==> src/rtl/core/run_limited_binary_sequence_count_assert.svh <==
// Assertion helpers for the sequence-count core.
// Both expect clk and rst_n in scope.
`ifndef RUN_LIMITED_BINARY_SEQUENCE_COUNT_ASSERT_SVH
`define RUN_LIMITED_BINARY_SEQUENCE_COUNT_ASSERT_SVH

// same-cycle implication
`define RLBSC_AP_NOW(label, ante, cons, msg) \
    label: assert property (@(posedge clk) disable iff (!rst_n) (ante) |-> (cons)) \
        else $error(msg);

// next-cycle implication
`define RLBSC_AP_NEXT(label, ante, cons, msg) \
    label: assert property (@(posedge clk) disable iff (!rst_n) (ante) |=> (cons)) \
        else $error(msg);

`endif

==> src/rtl/core/rlbsc_pkg.sv <==
`default_nettype none

package rlbsc_pkg;

    localparam int MAX_COUNT = 127;
    localparam int FIELD_W   = 7;
    localparam int CNT_W     = $clog2(MAX_COUNT + 1);
    localparam int CMP_W     = (CNT_W > FIELD_W) ? CNT_W : FIELD_W;
    localparam int ADDR_W    = 2 * CNT_W + 1;
    localparam int DEPTH     = 1 << ADDR_W;
    localparam int VAL_W     = 30;

    localparam logic [VAL_W-1:0] SEQ_MOD = 30'd1000000007;

    typedef logic [ADDR_W-1:0] addr_t;
    typedef logic [VAL_W-1:0]  val_t;
    typedef logic [CNT_W-1:0]  cnt_t;

    typedef struct packed {
        logic  en;
        addr_t addr;
        val_t  data;
    } tbl_wr_t;

    // saturate a request count to the table bound
    function automatic cnt_t clamp_cnt(input logic [FIELD_W-1:0] x);
        cnt_t r;
        if (CMP_W'(x) > CMP_W'(MAX_COUNT))
            r = CNT_W'(MAX_COUNT);
        else
            r = CNT_W'(x);
        return r;
    endfunction

    // number of terms in one windowed sum: min(count, limit)
    function automatic cnt_t min_cnt(input cnt_t c, input logic [FIELD_W-1:0] lim);
        cnt_t r;
        if (CMP_W'(lim) < CMP_W'(c))
            r = CNT_W'(lim);
        else
            r = c;
        return r;
    endfunction

    // entry (ones left, zeros left, last symbol)
    function automatic addr_t tbl_addr(input cnt_t o, input cnt_t z, input logic s);
        return {o, z, s};
    endfunction

endpackage

`default_nettype wire

==> src/rtl/core/rlbsc_addmod.sv <==
`default_nettype none

// Shared modular adder: both operands below the modulus.
module rlbsc_addmod (
    input  wire rlbsc_pkg::val_t a,
    input  wire rlbsc_pkg::val_t b,
    output rlbsc_pkg::val_t      sum
);

    logic [rlbsc_pkg::VAL_W:0] raw;
    logic [rlbsc_pkg::VAL_W:0] mod_ext;

    assign mod_ext = {1'b0, rlbsc_pkg::SEQ_MOD};
    assign raw     = {1'b0, a} + {1'b0, b};

    always_comb
    begin
        if (raw >= mod_ext)
            sum = rlbsc_pkg::VAL_W'(raw - mod_ext);
        else
            sum = rlbsc_pkg::VAL_W'(raw);
    end

endmodule

`default_nettype wire

==> config.mk <==
export PLATFORM = sky130hd
export DESIGN_NAME = rlbsc_addmod
export DESIGN_NICKNAME = d
export VERILOG_FILES = /design/src/rtl/core/run_limited_binary_sequence_count_assert.svh /design/src/rtl/core/rlbsc_pkg.sv /design/src/rtl/core/rlbsc_addmod.sv
export SDC_FILE = /design/constraint.sdc
export NUM_CORES = 1
export LEC_CHECK = 0
export ABC_CLOCK_PERIOD_IN_PS = 6500
export BUFFER_PORTS_ARGS = -buffer_cell sky130_fd_sc_hd__buf_2
export CAP_MARGIN = 40
export CORE_AREA = 10 10 80 82
export DETAILED_ROUTE_END_ITERATION = 7
export DIE_AREA = 0 0 90 92
export GPL_TIMING_DRIVEN = 0
export PLACE_DENSITY = 0.88
export SYNTH_ARGS = -nofsm -noshare
export SYNTH_HDL_FRONTEND = slang
export SYNTH_SLANG_ARGS = --single-unit
export TNS_END_PERCENT = 50
==> constraint.sdc <==
create_clock -name vclk -period 6.5
set_clock_uncertainty 0.2 [all_clocks]
set_input_delay 0.325 -clock vclk [all_inputs]
set_output_delay 0.325 -clock vclk [all_outputs]
set_load 0.02 [all_outputs]
==> results by group, run 1 <==
Die
  – I/O Pins: 90
  – # rows: 26
  – Die height: 92 µm
  – Core Region: 4910 µm²
  – Die area: 8280 µm²
  – Die X: 90 µm
  – Initial Util: 57.0%

Timing
  – RSZ-0062 raised after global routing: no
  – Worst-margin pin slew: 0.649 ns
  – Final min period: 4.83 ns
  – Final period util: 74.3%
  – Slew margin rel.: 56.4%
  – Fmax: 207 MHz
  – Fin. Hold Viols: 0
  – Final setup TNS: 0 ns
  – Final Setup Violations: 0
  – Slew Viols, Final: 0
  – Hold Worst Slack: 0.932 ns

Worst setup path
  – WP data arrival: 4.31 ns
  – CP max FO: 10
  – Setup CP Type: in2out
  – Crit path largest cell delay: 0.44 ns
  – Critical path launch point type: input pin
  – Slowest-stage cell, CP: fa_1
  – Worst-path cell chain: buf_2, ha_1, inv_1, fa_1, nand2b_2, a211oi_2, o211a_1, o21ai_1, a21oi_1, nor3_1, nor3b_2, o311ai_2, o211ai_2, buf_2, nor2_1, xnor2_1, buf_2
  – WP buf/inv: 4
  – Worst EP required: 5.97 ns
  – Critical Path End Type: output port
  – Crit path max-delay family: compound AO/OA/AOI/OAI gates
  – Crit path top cell by count: buf_2

Route
  – Final wirelength: 8660 µm
  – Vias: 3,379
  – Avg WL per Cell: 15.3 µm
  – Vias per std cell: 5.98
  – Routed Antenna Nets: 0
  – Initial DRT Pass Iterations: 4
  – First-iteration detailed-routing DRC count: 215
  – DRC: 0

Power
  – Leak Pwr: 1.50 nW
  – Pwr Density: 195 nW/µm²
  – Maximum vdd drop: 0.115 mV

Logic synthesis
  – Mapped Avg Cell Area: 6.92 µm²
  – Post-synth top area cell: ha_1
  – Top cell type's share of synthesized area: 13.8%
  – Sequential-to-total area share from yosys stat: 0%
  – Yosys cell types: 67
  – Syn Nets: 497
  – Yosys warning count: 0
  – Post-Synthesis Cells: 405
  – Cell Area, Synth: 2800 µm²
  – Most frequent cell after synthesis: a21oi_1
  – Synth top cells by count: a21oi_1, xnor2_1, nand2_1
  – Leading post-synthesis cells by cell area: ha_1, xnor2_1, a21oi_1

Global routing
  – All-layer global routing usage: 19.0%
  – Overflow after GRT: 0
  – Number of global-route vias before repair: 3,324
  – First-pass GRT wire length: 14,400 µm
  – Initial antenna violation count: 0
  – Largest net degree at the start of global routing: 11

Finish
  – Filler cells: 442
  – # diodes: 0
  – CLK BUF: 0
  – Area growth syn-to-layout: 19.2%
  – FFs & Latches: 0
  – Layout cells sized above 1: 25.3%
  – Fin nets: 589
  – Register area: 0 µm²

Outcome
  – Status: finished clean

CTS
  – Setup Buffers After CTS: 0
  – Post-CTS Resized: 0
  – Hold buffers post-CTS: 0

Run
  – Max cap viols: 0

Hold path
  – Worst Hold Class: in2out

Placed design
  – Gpl congestion: 0.897
  – Port-buffer cells: 90
  – DP HPWL: 7410 µm
final timing paths:
path / start / endpoint / slack, ns / depth (start not counted)
hold / removal: b[0] / sum[0] / 0.93 / 4
setup / recovery: a[0] / sum[12] / 1.67 / 17
layout by cell type (no fill, tap or decap), types with 6 or more instances in the layout:
cell	n
nand2b_1	7
inv_1	13
o21ai_0	20
nand4_1	7
ha_1	31
a21oi_1	45
xor2_1	15
and3_1	8
nor2_1	27
buf_2	98
a21o_1	12
clkbuf_1	9
nand3_1	9
nand2_1	38
o21a_1	6
nor3_1	12
xnor2_1	42
stage by stage:
step	area [µm²]	power, mW	utilization (%)	setup WS (ns)	std cells
floorplan	2800	0.468	-	2.36	405
global placement	3340	0.630	68.0	1.79	565
detailed placement	3340	0.643	68.0	1.73	565
CTS	3340	0.645	68.0	1.73	565
global route	3340	0.703	68.0	1.36	565
finish	3340	0.650	68.0	1.67	565
final cells by class:
type	count	area [µm²]	share of cell area [%]
inverter	13	48.8	1.46
multi-input combinational	374	2670	79.9
tap	70	87.6	2.62
timing repair buffer	90	450	13.5
buffer	18	85.1	2.55
power breakdown:
| part | internal [mW] | leakage [nW] | switching, mW |
|---|---|---|---|
| Sequential | 0 | 0 | 0 |
| Combinational | 0.242 | 1.50 | 0.408 |
| Clock | 0 | 0 | 0 |
| Total | 0.242 | 1.50 | 0.408 |
kinds of logic (layout without fill, tap and decap cells):
group                    after synthesis  in the layout  share of synthesized area, %
AO/OA/AOI/OAI                        140            140                          34.3
XOR/XNOR                              57             57                          17.8
multiplexers                           3              3                          1.16
adder cells (fa/ha/maj)               32             32                          14.6
AND/OR/NAND/NOR                      142            142                          27.4
buffers and inverters                 31            121                          4.78
per-layer routing:
layer / part of all wire (%) / track usage [%]
met2: 48 / 34.5
met5: 0 / 0
met3: 6.1 / 2.12
met1: 45 / 23.4
met4: 0.97 / 4.11
(Power assumes the default switching activity.)
==> run 2: changes to the inputs <==
--- a/config.mk
+++ b/config.mk
@@ -5,14 +5,14 @@
 export SDC_FILE = /design/constraint.sdc
 export NUM_CORES = 1
 export LEC_CHECK = 0
-export ABC_CLOCK_PERIOD_IN_PS = 6500
+export ABC_CLOCK_PERIOD_IN_PS = 4900
 export BUFFER_PORTS_ARGS = -buffer_cell sky130_fd_sc_hd__buf_2
 export CAP_MARGIN = 40
-export CORE_AREA = 10 10 80 82
+export CORE_AREA = 10 10 83 85
 export DETAILED_ROUTE_END_ITERATION = 7
-export DIE_AREA = 0 0 90 92
+export DIE_AREA = 0 0 93 95
 export GPL_TIMING_DRIVEN = 0
-export PLACE_DENSITY = 0.88
+export PLACE_DENSITY = 0.81
 export SYNTH_ARGS = -nofsm -noshare
 export SYNTH_HDL_FRONTEND = slang
 export SYNTH_SLANG_ARGS = --single-unit
==> constraint.sdc (replaced) <==
create_clock -name vclk -period 4.9
set_clock_uncertainty 0.2 [all_clocks]
set_input_delay 0.245 -clock vclk [all_inputs]
set_output_delay 0.245 -clock vclk [all_outputs]
set_load 0.02 [all_outputs]
==> run 2 against run 1 <==
Setup slack got worse by 1.3 ns. Global-route usage fell by 0.11 points. Critical path depth did not move. Wire length rose by 3.0%. Die area rose by 6.7%. Non-clock buffer count rose by 3. Flip-flop and latch count did not move. Total power rose by 35%. First-iteration DRC count fell by 2.3%. Via count rose by 1.7%. Combinational power rose by 35%. Count of clock-buffer cells in the layout did not move.
==> results by group, run 2 (synthesis results as in run 1) <==
Route
  – First-iteration detailed-routing DRC count: 210
  – DRC: 0
  – Initial DRT Pass Iterations: 5
  – Vias per std cell: 6.03
  – Final wirelength: 8930 µm
  – Routed Antenna Nets: 0
  – Avg WL per Cell: 15.7 µm
  – Vias: 3,435

Die
  – Initial Util: 52.5%
  – Core Region: 5340 µm²
  – # rows: 27
  – Die height: 95 µm
  – Die area: 8840 µm²
  – Die X: 93 µm
  – I/O Pins: 90

Worst setup path
  – WP buf/inv: 4
  – Worst-path cell chain: buf_2, ha_1, inv_1, fa_1, nand2b_2, a211oi_2, o211ai_1, nand2_1, a21boi_1, xor2_1, o311ai_1, o21bai_1, o211ai_4, buf_2, nor2_1, xnor2_1, buf_2
  – Crit path max-delay family: compound AO/OA/AOI/OAI gates
  – Setup CP Type: in2out
  – Critical Path End Type: output port
  – Crit path top cell by count: buf_2
  – WP data arrival: 4.14 ns
  – Critical path launch point type: input pin
  – CP max FO: 10
  – Slowest-stage cell, CP: fa_1
  – Crit path largest cell delay: 0.45 ns
  – Worst EP required: 4.45 ns

Timing
  – Final Setup Violations: 0
  – Worst-margin pin slew: 0.621 ns
  – Hold Worst Slack: 0.778 ns
  – Fmax: 218 MHz
  – Slew margin rel.: 58.3%
  – Final worst slack: 0.319 ns
  – Fin. Hold Viols: 0
  – RSZ-0062 raised after global routing: no
  – Final setup TNS: 0 ns
  – Slew Viols, Final: 0
  – Final min period: 4.58 ns
  – Final period util: 93.5%

Finish
  – Commonest non-fill, non-tap cells in the layout: buf_2, a21oi_1, xnor2_1
  – Post-Route Utilization: 63.3%
  – FFs & Latches: 0
  – Layout cells sized above 1: 25.9%
  – # diodes: 0
  – Filler cells: 514
  – Area growth syn-to-layout: 20.6%
  – CLK BUF: 0
  – Commonest non-fill, non-tap cell in the layout: buf_2
  – Register area: 0 µm²
  – Multi-input gate area: 2680 µm²
  – Fin nets: 592

Global routing
  – Initial antenna violation count: 0
  – Largest net degree at the start of global routing: 11
  – Overflow after GRT: 0
  – All-layer global routing usage: 18.9%
  – First-pass GRT wire length: 14,900 µm
  – Number of global-route vias before repair: 3,412

Power
  – Total power draw: 0.879 mW
  – Pwr Density: 260 nW/µm²
  – Maximum vdd drop: 0.217 mV
  – Leak Pwr: 1.52 nW

Hold path
  – Hold Path Depth: 4
  – Min-delay src: b[0]
  – Worst Hold Class: in2out
  – Endpoint, Worst Hold: sum[0]

Outcome
  – Status: finished clean

Placed design
  – Gpl congestion: 0.926
  – DP HPWL: 7570 µm
  – Worst slack, placed: 0.226 ns
  – Port-buffer cells: 90

CTS
  – Hold buffers post-CTS: 0

Run
  – Max cap viols: 0
## run 2: how the worst max path moves through the flow
stage | cells past startpoint | slack (ns) | start | endpoint
2_1_floorplan | 14 | 0.92 | a[0] | sum[2]
3_3_place_gp | 17 | 0.37 | a[0] | sum[21]
3_5_place_dp | 17 | 0.23 | a[0] | sum[12]
4_1_cts | 17 | 0.23 | a[0] | sum[12]
5_1_grt | 17 | 0.02 | a[0] | sum[12]
6_report | 17 | 0.32 | b[0] | sum[12]
## run 2: timing repair
action / 4_1_cts / 5_1_grt
hold endpoints to repair: 0 / 0
gates resized for setup: 0 / 2
endpoints found under the setup margin: 0 / 21
buffers inserted: 0 / 3
## run 2: tightest hold or removal path, cell delays in order
cell and delay (ns):
buf_2 0.08, ha_1 0.17, xnor2_1 0.08, buf_2 0.15
## run 2: cell type report
cell class,instances,share of cell area [%]
buffer,18,2.52
timing repair buffer,93,14.0
inverter,13,1.44
tap,72,2.67
multi-input combinational,374,79.4
## run 2: per-layer routing
metal	share of wire (%)	global-route usage (%)	up-vias
met4	1.2	3.21	0
li1	-	-	1707
met1	44	22.8	1590
met5	0	0	-
met3	6.4	2.14	10
met2	49	35.2	128
## run 2: per-stage QoR
| step | instances | area, µm² |
|---|---|---|
| 2_1_floorplan | 405 | 2800 |
| 3_3_place_gp | 567 | 3340 |
| 3_5_place_dp | 567 | 3340 |
| 4_1_cts | 567 | 3340 |
| 5_1_grt | 570 | 3380 |
| 6_report | 570 | 3380 |
## run 2: where the power goes
part	internal [mW]	total [mW]	switching, mW
Combinational	0.329	0.879	0.550
Clock	0	0	0
Sequential	0	0	0
Total	0.329	0.879	0.550
